`src/rtl/crcfr_pkg.sv`:
```
// ----------------------------------------------------------------------------
// crcfr_pkg
// Shared types, constants and the byte-wise CRC-16/CCITT update for the
// framed packet receiver.
// ----------------------------------------------------------------------------
package crcfr_pkg;

  localparam int MaxPayload = 768;
  localparam int LenW       = 10;
  localparam int TickW      = 16;

  localparam logic [15:0] CrcInit  = 16'hFFFF;
  localparam logic [15:0] CrcPoly  = 16'h1021;
  localparam logic [15:0] TimeoutReset = 16'd1000;

  // configuration register indexes
  localparam logic [1:0] RegPreamble = 2'd0;
  localparam logic [1:0] RegTimeout  = 2'd1;
  localparam logic [1:0] RegGarbage  = 2'd2;

  typedef enum logic [2:0] {
    PH_PREAMBLE = 3'd0,
    PH_GARBAGE  = 3'd1,
    PH_HDR      = 3'd2,
    PH_LEN      = 3'd3,
    PH_DATA     = 3'd4,
    PH_CRC_HI   = 3'd5,
    PH_CRC_LO   = 3'd6
  } phase_t;

  typedef enum logic [2:0] {
    EV_NONE    = 3'd0,
    EV_PASS    = 3'd1,
    EV_PAYLOAD = 3'd2,
    EV_OK      = 3'd3,
    EV_BADCRC  = 3'd4,
    EV_TIMEOUT = 3'd5,
    EV_GARBAGE = 3'd6
  } event_t;

  typedef struct packed {
    event_t            event_res;
    logic [7:0]        out_byte;
    logic [1:0]        frame_type;
    logic [3:0]        seq_number;
    logic [LenW-1:0]   frame_length;
    logic [LenW-1:0]   byte_index;
  } result_t;

  // one byte through CRC-16/CCITT, MSB first, no reflection
  function automatic logic [15:0] crc_byte(input logic [15:0] crc_in,
                                           input logic [7:0]  b);
    logic [15:0] c;
    c = crc_in ^ {b, 8'h00};
    for (int i = 0; i < 8; i++) begin
      if (c[15]) c = {c[14:0], 1'b0} ^ CrcPoly;
      else       c = {c[14:0], 1'b0};
    end
    return c;
  endfunction

endpackage

```
`src/rtl/crcfr_parser.sv`:
```
// ----------------------------------------------------------------------------
// crcfr_parser
// Configuration registers, frame parse state, CRC and receive timer. Builds
// the result for the item presented and updates state when it is accepted.
// ----------------------------------------------------------------------------
module crcfr_parser (
  input  logic                 clk,
  input  logic                 rst,
  input  logic                 cfg_we,
  input  logic [1:0]           cfg_index,
  input  logic [15:0]          cfg_data,
  input  logic                 in_fire,
  input  logic                 func,
  input  logic [7:0]           rx_byte,
  output crcfr_pkg::result_t   res
);

  logic [7:0]  preamble_byte;
  logic [15:0] rx_timeout_ticks;
  logic        report_garbage;

  crcfr_pkg::phase_t parse_phase, parse_phase_next;
  logic [15:0] running_crc, running_crc_next;
  logic [7:0]  trailer_high, trailer_high_next;
  logic [1:0]  held_type, held_type_next;
  logic [3:0]  held_seq, held_seq_next;
  logic [crcfr_pkg::LenW-1:0] held_length, held_length_next;
  logic [crcfr_pkg::LenW-1:0] payload_count, payload_count_next;
  logic        timer_active, timer_active_next;
  logic [crcfr_pkg::TickW-1:0] tick_count, tick_count_next;

  logic [crcfr_pkg::LenW:0] len_raw, len_sat;
  logic [1:0]  len_hi_m1;
  logic [15:0] crc_step;

  always_ff @(posedge clk) begin
    if (rst) begin
      preamble_byte    <= 8'h00;
      rx_timeout_ticks <= crcfr_pkg::TimeoutReset;
      report_garbage   <= 1'b0;
    end else if (cfg_we) begin
      unique case (cfg_index)
        crcfr_pkg::RegPreamble: preamble_byte    <= cfg_data[7:0];
        crcfr_pkg::RegTimeout:  rx_timeout_ticks <= cfg_data;
        crcfr_pkg::RegGarbage:  report_garbage   <= cfg_data[0];
        default: ;
      endcase
    end
  end

  always_ff @(posedge clk) begin
    if (rst) begin
      parse_phase   <= crcfr_pkg::PH_PREAMBLE;
      running_crc   <= crcfr_pkg::CrcInit;
      trailer_high  <= 8'h00;
      held_type     <= 2'd0;
      held_seq      <= 4'd0;
      held_length   <= '0;
      payload_count <= '0;
      timer_active  <= 1'b0;
      tick_count    <= '0;
    end else if (in_fire) begin
      parse_phase   <= parse_phase_next;
      running_crc   <= running_crc_next;
      trailer_high  <= trailer_high_next;
      held_type     <= held_type_next;
      held_seq      <= held_seq_next;
      held_length   <= held_length_next;
      payload_count <= payload_count_next;
      timer_active  <= timer_active_next;
      tick_count    <= tick_count_next;
    end
  end

  // length decode: ((hi-1)<<8 | lo) + 1, saturated
  assign len_hi_m1 = held_length[1:0] - 2'd1;
  assign len_raw   = {1'b0, len_hi_m1, rx_byte} + {{crcfr_pkg::LenW{1'b0}}, 1'b1};
  assign len_sat   = (len_raw > (crcfr_pkg::LenW+1)'(crcfr_pkg::MaxPayload))
                   ? (crcfr_pkg::LenW+1)'(crcfr_pkg::MaxPayload) : len_raw;
  assign crc_step  = crcfr_pkg::crc_byte(
                       (parse_phase == crcfr_pkg::PH_HDR) ? crcfr_pkg::CrcInit : running_crc,
                       rx_byte);

  always_comb begin
    parse_phase_next   = parse_phase;
    running_crc_next   = running_crc;
    trailer_high_next  = trailer_high;
    held_type_next     = held_type;
    held_seq_next      = held_seq;
    held_length_next   = held_length;
    payload_count_next = payload_count;
    timer_active_next  = timer_active;
    tick_count_next    = tick_count;
    res.event_res      = crcfr_pkg::EV_NONE;
    res.out_byte       = 8'h00;
    res.byte_index     = '0;

    if (func) begin
      if (timer_active) begin
        if (tick_count != {crcfr_pkg::TickW{1'b1}}) tick_count_next = tick_count + 1'b1;
        if (tick_count_next >= rx_timeout_ticks) begin
          timer_active_next = 1'b0;
          parse_phase_next  = crcfr_pkg::PH_PREAMBLE;
          res.event_res     = crcfr_pkg::EV_TIMEOUT;
        end
      end
    end else begin
      unique case (parse_phase)
        crcfr_pkg::PH_GARBAGE: begin
          if (rx_byte == preamble_byte) begin
            held_seq_next     = 4'd0;
            timer_active_next = 1'b1;
            tick_count_next   = '0;
            parse_phase_next  = crcfr_pkg::PH_HDR;
            if (report_garbage) res.event_res = crcfr_pkg::EV_GARBAGE;
          end else begin
            res.event_res = crcfr_pkg::EV_PASS;
            res.out_byte  = rx_byte;
          end
        end
        crcfr_pkg::PH_HDR: begin
          held_type_next   = rx_byte[7:6];
          held_seq_next    = rx_byte[5:2];
          held_length_next = {{(crcfr_pkg::LenW-2){1'b0}}, rx_byte[1:0]};
          running_crc_next = crc_step;
          parse_phase_next = (rx_byte[1:0] == 2'd0) ? crcfr_pkg::PH_CRC_HI
                                                   : crcfr_pkg::PH_LEN;
        end
        crcfr_pkg::PH_LEN: begin
          held_length_next   = len_sat[crcfr_pkg::LenW-1:0];
          running_crc_next   = crc_step;
          payload_count_next = '0;
          parse_phase_next   = (len_sat[crcfr_pkg::LenW-1:0] == '0)
                             ? crcfr_pkg::PH_CRC_HI : crcfr_pkg::PH_DATA;
        end
        crcfr_pkg::PH_DATA: begin
          res.event_res      = crcfr_pkg::EV_PAYLOAD;
          res.out_byte       = rx_byte;
          res.byte_index     = payload_count;
          running_crc_next   = crc_step;
          payload_count_next = payload_count + 1'b1;
          if (payload_count_next >= held_length) parse_phase_next = crcfr_pkg::PH_CRC_HI;
        end
        crcfr_pkg::PH_CRC_HI: begin
          trailer_high_next = rx_byte;
          parse_phase_next  = crcfr_pkg::PH_CRC_LO;
        end
        crcfr_pkg::PH_CRC_LO: begin
          timer_active_next = 1'b0;
          parse_phase_next  = crcfr_pkg::PH_PREAMBLE;
          res.event_res     = ({trailer_high, rx_byte} == running_crc)
                            ? crcfr_pkg::EV_OK : crcfr_pkg::EV_BADCRC;
        end
        default: begin
          // expecting preamble (also the unused phase code)
          if (rx_byte == preamble_byte) begin
            held_seq_next     = 4'd0;
            timer_active_next = 1'b1;
            tick_count_next   = '0;
            parse_phase_next  = crcfr_pkg::PH_HDR;
          end else begin
            parse_phase_next = crcfr_pkg::PH_GARBAGE;
            res.event_res    = crcfr_pkg::EV_PASS;
            res.out_byte     = rx_byte;
          end
        end
      endcase
    end

    // held fields report their post-update values
    res.frame_type   = held_type_next;
    res.seq_number   = held_seq_next;
    res.frame_length = held_length_next;
  end

endmodule

```
`src/rtl/crcfr_out_reg.sv`:
```
// ----------------------------------------------------------------------------
// crcfr_out_reg
// Result register with valid flag; packs the result onto the master stream.
// ----------------------------------------------------------------------------
module crcfr_out_reg (
  input  logic                clk,
  input  logic                rst,
  input  logic                load,
  input  crcfr_pkg::result_t  res_in,
  input  logic                m_tready,
  output logic                m_tvalid,
  output logic [39:0]         m_tdata,
  output logic [2:0]          m_tuser
);

  crcfr_pkg::result_t res_q;

  always_ff @(posedge clk) begin
    if (rst) begin
      m_tvalid <= 1'b0;
    end else if (load) begin
      m_tvalid <= 1'b1;
    end else if (m_tready) begin
      m_tvalid <= 1'b0;
    end
  end

  always_ff @(posedge clk) begin
    if (load) res_q <= res_in;
  end

  assign m_tuser = res_q.event_res;
  assign m_tdata = {6'd0, res_q.byte_index, res_q.frame_length, res_q.seq_number,
                    res_q.frame_type, res_q.out_byte};

endmodule

```
`src/rtl/crc16_framed_packet_receiver.sv`:
```
// Output: the result word for an accepted word is registered and shown on the master side in the next cycle.
// Throughput: one word per cycle while the result register is empty or being taken; the
//   parse state, CRC byte update and timer step all complete in the cycle the word is accepted.
// Reset (rst, synchronous, active high): parser waits for a preamble, CRC at
//   0xFFFF, held fields and timer cleared, registers at their defaults.
// ----------------------------------------------------------------------------
// crc16_framed_packet_receiver
// Framed packet receiver: preamble hunt, header/length decode, payload
// streaming, CRC-16/CCITT trailer check and receive timeout.
// ----------------------------------------------------------------------------
module crc16_framed_packet_receiver (
  input  logic        clk,
  input  logic        rst,
  input  logic        cfg_we,
  input  logic [1:0]  cfg_index,
  input  logic [15:0] cfg_data,
  input  logic        s_tvalid,
  output logic        s_tready,
  input  logic [7:0]  s_tdata,   // [7:0] rx_byte
  input  logic        s_tuser,   // [0] func
  output logic        m_tvalid,
  input  logic        m_tready,
  output logic [39:0] m_tdata,   // [7:0] out_byte, [9:8] frame_type, [13:10] seq_number,
                                 // [23:14] frame_length, [33:24] byte_index, rest zero
  output logic [2:0]  m_tuser    // [2:0] event_res
);

  crcfr_pkg::result_t res;
  logic in_fire;

  assign s_tready = !m_tvalid || m_tready;
  assign in_fire  = s_tvalid && s_tready;

  crcfr_parser u_parser (
    .clk       (clk),
    .rst       (rst),
    .cfg_we    (cfg_we),
    .cfg_index (cfg_index),
    .cfg_data  (cfg_data),
    .in_fire   (in_fire),
    .func      (s_tuser),
    .rx_byte   (s_tdata),
    .res       (res)
  );

  crcfr_out_reg u_out (
    .clk      (clk),
    .rst      (rst),
    .load     (in_fire),
    .res_in   (res),
    .m_tready (m_tready),
    .m_tvalid (m_tvalid),
    .m_tdata  (m_tdata),
    .m_tuser  (m_tuser)
  );

endmodule

```
`config.mk`:
```
export PLATFORM = sky130hd
export DESIGN_NAME = crc16_framed_packet_receiver
export DESIGN_NICKNAME = d
export VERILOG_FILES = /design/src/rtl/crcfr_pkg.sv /design/src/rtl/crcfr_parser.sv /design/src/rtl/crcfr_out_reg.sv /design/src/rtl/crc16_framed_packet_receiver.sv
export SDC_FILE = /design/constraint.sdc
export NUM_CORES = 1
export LEC_CHECK = 0
export ABC_AREA = 0
export BUFFER_PORTS_ARGS = -buffer_cell sky130_fd_sc_hd__buf_4
export CELL_PAD_IN_SITES_DETAIL_PLACEMENT = 0
export CELL_PAD_IN_SITES_GLOBAL_PLACEMENT = 1
export CORE_MARGIN = 3
export CORE_UTILIZATION = 37
export CTS_CLUSTER_SIZE = 10
export DETAILED_ROUTE_END_ITERATION = 10
export GPL_TIMING_DRIVEN = 0
export MAX_ROUTING_LAYER = met4
export PLACE_DENSITY = 0.74
export SLEW_MARGIN = 20
export SYNTH_ARGS = -nofsm -noshare
export SYNTH_HDL_FRONTEND = slang
export SYNTH_SLANG_ARGS = --single-unit
```
`constraint.sdc`:
```
create_clock -name clk -period 4.9 [get_ports clk]
set_clock_uncertainty 0.05 [all_clocks]
set_input_delay 1.47 -clock clk [delete_from_list [all_inputs] [get_ports clk]]
set_output_delay 1.47 -clock clk [all_outputs]
set_load 0.01 [all_outputs]
```
==> flow_metrics.env <==
export IMPL_wirelength_mm=19.87
export IMPL_place_hpwl_mm=14.38
export IMPL_cts_tree="done"
export IMPL_die_w_um=147.2
export IMPL_drive_gt1_frac=0.1335
export IMPL_power_density_mw_per_mm2=306.4
export IMPL_dr_total_vias=6322
export IMPL_critPathArrivalTime_ps=4810
export IMPL_worstPathCellList="clkbuf_1, nand4_1, nor4_1, a31o_2, clkbuf_1, nor2_1, xor2_1, ha_1, nand4_1, o41ai_1, a41oi_1, a21boi_0, mux2_2"
export IMPL_synth_seq_cells=133
export IMPL_place_port_buffers=69
export IMPL_cap_violations=0
export IMPL_status="finished, final reports clean"
export IMPL_fill_cells=2001
export IMPL_drt_iter0_markers=464
export IMPL_cp_start_kind="register"
export IMPL_hold_buffers=0
export IMPL_slew_viol_final=0
export IMPL_die_area_sq_mm=0.02168
export IMPL_yosysSeqAreaShare=0.4109
export IMPL_setup_viol_count_final=0
export IMPL_clk_pin_slew_ps=60
export IMPL_hold_viol=0
export IMPL_overflow=0
export IMPL_routed_via_density=5.199
export IMPL_syn_inst=843
export IMPL_cp_buffers_inverters=2
export IMPL_rows=51
export IMPL_fin_nets=1002
export IMPL_die_y_um=147.2
export IMPL_slowest_delay_ps=620
export IMPL_antenna_left=0
export IMPL_fmax_ghz=0.2198
export IMPL_clock_root_buffer="clkbuf_16"
export IMPL_clock_path_buffers=2
export IMPL_dp_slack_ps=426.7
export IMPL_rsz0062_at_grt="no"
export IMPL_ios=77
export IMPL_grt_max_degree=38
export IMPL_grt_pass1_vias=5948
export IMPL_async_reset_ff_frac=0
export IMPL_synth_area_per_cell_sq_um=8.755
export IMPL_p_leak_uw=0.003408
export IMPL_cp_slowest_cell="o41ai_1"
export IMPL_grt_pass1_wl_mm=31.92
export IMPL_gr_usage_all_layers=0.1917
export IMPL_diodes=0
export IMPL_routabilityCongestion=0.9064
export IMPL_post_synth_num_cell_types=57
export IMPL_cts_buffers=17
export IMPL_cts_max_level=4
export IMPL_area_growth_pct=20.24
export IMPL_critPathTopFamily="compound AO/OA/AOI/OAI gates"
export IMPL_insertion_delay_ps=420
export IMPL_irDropWorstVdd_v=0.0002425
export IMPL_fin_ws_ps=350.9
export IMPL_netlist_area_sq_mm=0.007381
export IMPL_tightest_slew_ps=746.3
export IMPL_critPathCaptureType="register"
export IMPL_ys_warnings_count=0
export IMPL_synth_edf_count=37
export IMPL_cts_sinks=133
export IMPL_min_path_type="register to register"
export IMPL_dr_pass1_iters=5
export IMPL_start_util=0.3780
export IMPL_worstSetupPathType="register to register"
export IMPL_cp_max_fo=9
export IMPL_grt_antenna_before_repair=0
export IMPL_route_detailed_drc=0
export IMPL_crit_required_ps=5160
export IMPL_synth_ff_type="dfxtp_1"
export IMPL_maxSlewHeadroom=0.5025
export IMPL_post_route_period_util=0.9284
export IMPL_core_area_sq_mm=0.01953
export IMPL_setup_tns_ps=0
export IMPL_finalWorstPathRequiredPeriod_ps=4549
export IMPL_wl_per_cell_um=16.34
synthesized netlist by cell type, types with 8 or more instances:
master | instances | area share
a311oi_1 | 8 | 0.0095
nor3_1 | 12 | 0.0081
mux2i_1 | 17 | 0.023
edfxtp_1 | 37 | 0.15
nand4_1 | 10 | 0.0085
nand3_1 | 23 | 0.016
nand3b_1 | 13 | 0.013
nor2_1 | 122 | 0.062
a22oi_1 | 18 | 0.018
ha_1 | 32 | 0.054
a21oi_1 | 38 | 0.026
nor4_1 | 11 | 0.0093
and3_1 | 8 | 0.0068
xnor2_1 | 39 | 0.046
nand2_1 | 75 | 0.038
xor2_1 | 39 | 0.046
a211o_1 | 17 | 0.020
a22o_1 | 10 | 0.012
dfxtp_1 | 96 | 0.26
o21ai_0 | 23 | 0.016
clkbuf_1 | 36 | 0.018
inv_1 | 37 | 0.019
and2_1 | 18 | 0.015
final cells by class:
| class | instances | area (sq um) | share of cell area |
|---|---|---|---|
| Clock inverter | 14 | 160.2 | 0.01805 |
| Tap cell | 265 | 331.6 | 0.03736 |
| Clock buffer | 18 | 429.2 | 0.04836 |
| Buffer | 54 | 232.7 | 0.02622 |
| Inverter | 37 | 138.9 | 0.01565 |
| Multi-Input combinational cell | 624 | 4006 | 0.4514 |
| Timing Repair Buffer | 71 | 543.0 | 0.06119 |
| Sequential cell | 133 | 3033 | 0.3417 |
cells by family (layout without fill, tap and decap cells):
family	after synthesis	count (layout)	share of synthesized area
AO/OA/AOI/OAI	165	165	0.1546
XOR/XNOR	78	78	0.09256
other	1	6	0.0005081
flip-flops	133	133	0.4109
adder cells (fa/ha/maj)	32	32	0.05425
multiplexers	24	24	0.03373
AND/OR/NAND/NOR	319	319	0.2031
buffers and inverters	91	194	0.05035
through the flow:
step / utilization / instance area [sq um] / hold WS (ps) / cells / power, uW
floorplan: - / 7400 / 386.3 / 848 / 1342
global placement: 0.4225 / 8249 / 397.7 / 1182 / 1444
detailed placement: 0.4241 / 8280 / 400.1 / 1184 / 1446
CTS: 0.4542 / 8870 / 408.4 / 1216 / 2742
global route: 0.4545 / 8875 / 431.1 / 1216 / 2814
finish: 0.4545 / 8875 / 405.9 / 1216 / 2720
flip-flops by register name, indices dropped and copies added (netlist names):
name                       count
u_out.m_tdata                 34
u_out.m_tuser                  3
u_parser.report_garbage        1
u_parser.payload_count        10
u_parser.tick_count           16
u_parser.held_seq              4
u_parser.trailer_high          8
u_parser.rx_timeout_ticks     16
u_parser.held_type             2
u_parser.running_crc          16
u_parser.held_length          10
u_parser.preamble_byte         8
u_parser.timer_active          1
u_parser.parse_phase           3
u_out.m_tvalid                 1
metal layers:
metal,routed length (um),vias to the layer above,share of wire,track usage
li1,-,3154,-,-
met1,9725,2985,0.49,0.2567
met2,9037,159,0.45,0.2963
met3,728,24,0.037,0.03146
met4,374,0,0.019,0.06570
met5,0,-,0,-
final timing paths:
path	slack (ps)	endpoint	start	cells past startpoint
max reg2reg	350	u_parser.parse_phase[1]	u_parser.tick_count[4]	13
min	410	u_parser.rx_timeout_ticks[1]	u_parser.rx_timeout_ticks[1]	2
min reg2reg	410	u_parser.rx_timeout_ticks[1]	u_parser.rx_timeout_ticks[1]	2
max	350	u_parser.parse_phase[1]	u_parser.tick_count[4]	13
cells in the final DEF, fill, tap and decap left out, drive strengths merged, types with 5 or more instances in the layout:
master | Yosys | layout
a21o | 6 | 6
and2 | 19 | 19
nor4 | 11 | 11
o21a | 5 | 5
mux2i | 17 | 17
a31oi | 5 | 5
buf | 18 | 89
a211o | 17 | 17
xor2 | 39 | 39
nand3b | 13 | 13
nor3 | 12 | 12
nand2 | 75 | 75
a22oi | 18 | 18
a32oi | 5 | 5
or3 | 5 | 5
edfxtp | 37 | 37
conb | 1 | 6
nand4 | 11 | 11
clkinv | 0 | 7
a22o | 10 | 10
nand3 | 23 | 23
xnor2 | 39 | 39
a21oi | 38 | 38
inv | 37 | 38
nor2 | 122 | 122
o21ai | 27 | 27
clkbuf | 36 | 54
a311oi | 8 | 8
and3 | 8 | 8
ha | 32 | 32
a211oi | 6 | 6
mux2 | 7 | 7
dfxtp | 96 | 96
tightest hold or removal path, cell delays in order, from the launching register on:
cell     delay, ps
dfxtp_1        310
nand2_1         50
a21oi_1         50
where the power goes:
group          internal [uW]  total [uW]  switching (uW)  leakage [uW]
clock                    795        1300             502      0.000279
sequential              1160        1170            14.3       0.00115
combinational            101         248             147       0.00198
total                   2060        2720             663       0.00341
repair_timing:
item | CTS | global route
buffers inserted | 0 | 0
endpoints found under the setup margin | 0 | 2
resized for setup | 0 | 1
Power figures use the tool's default switching activity.
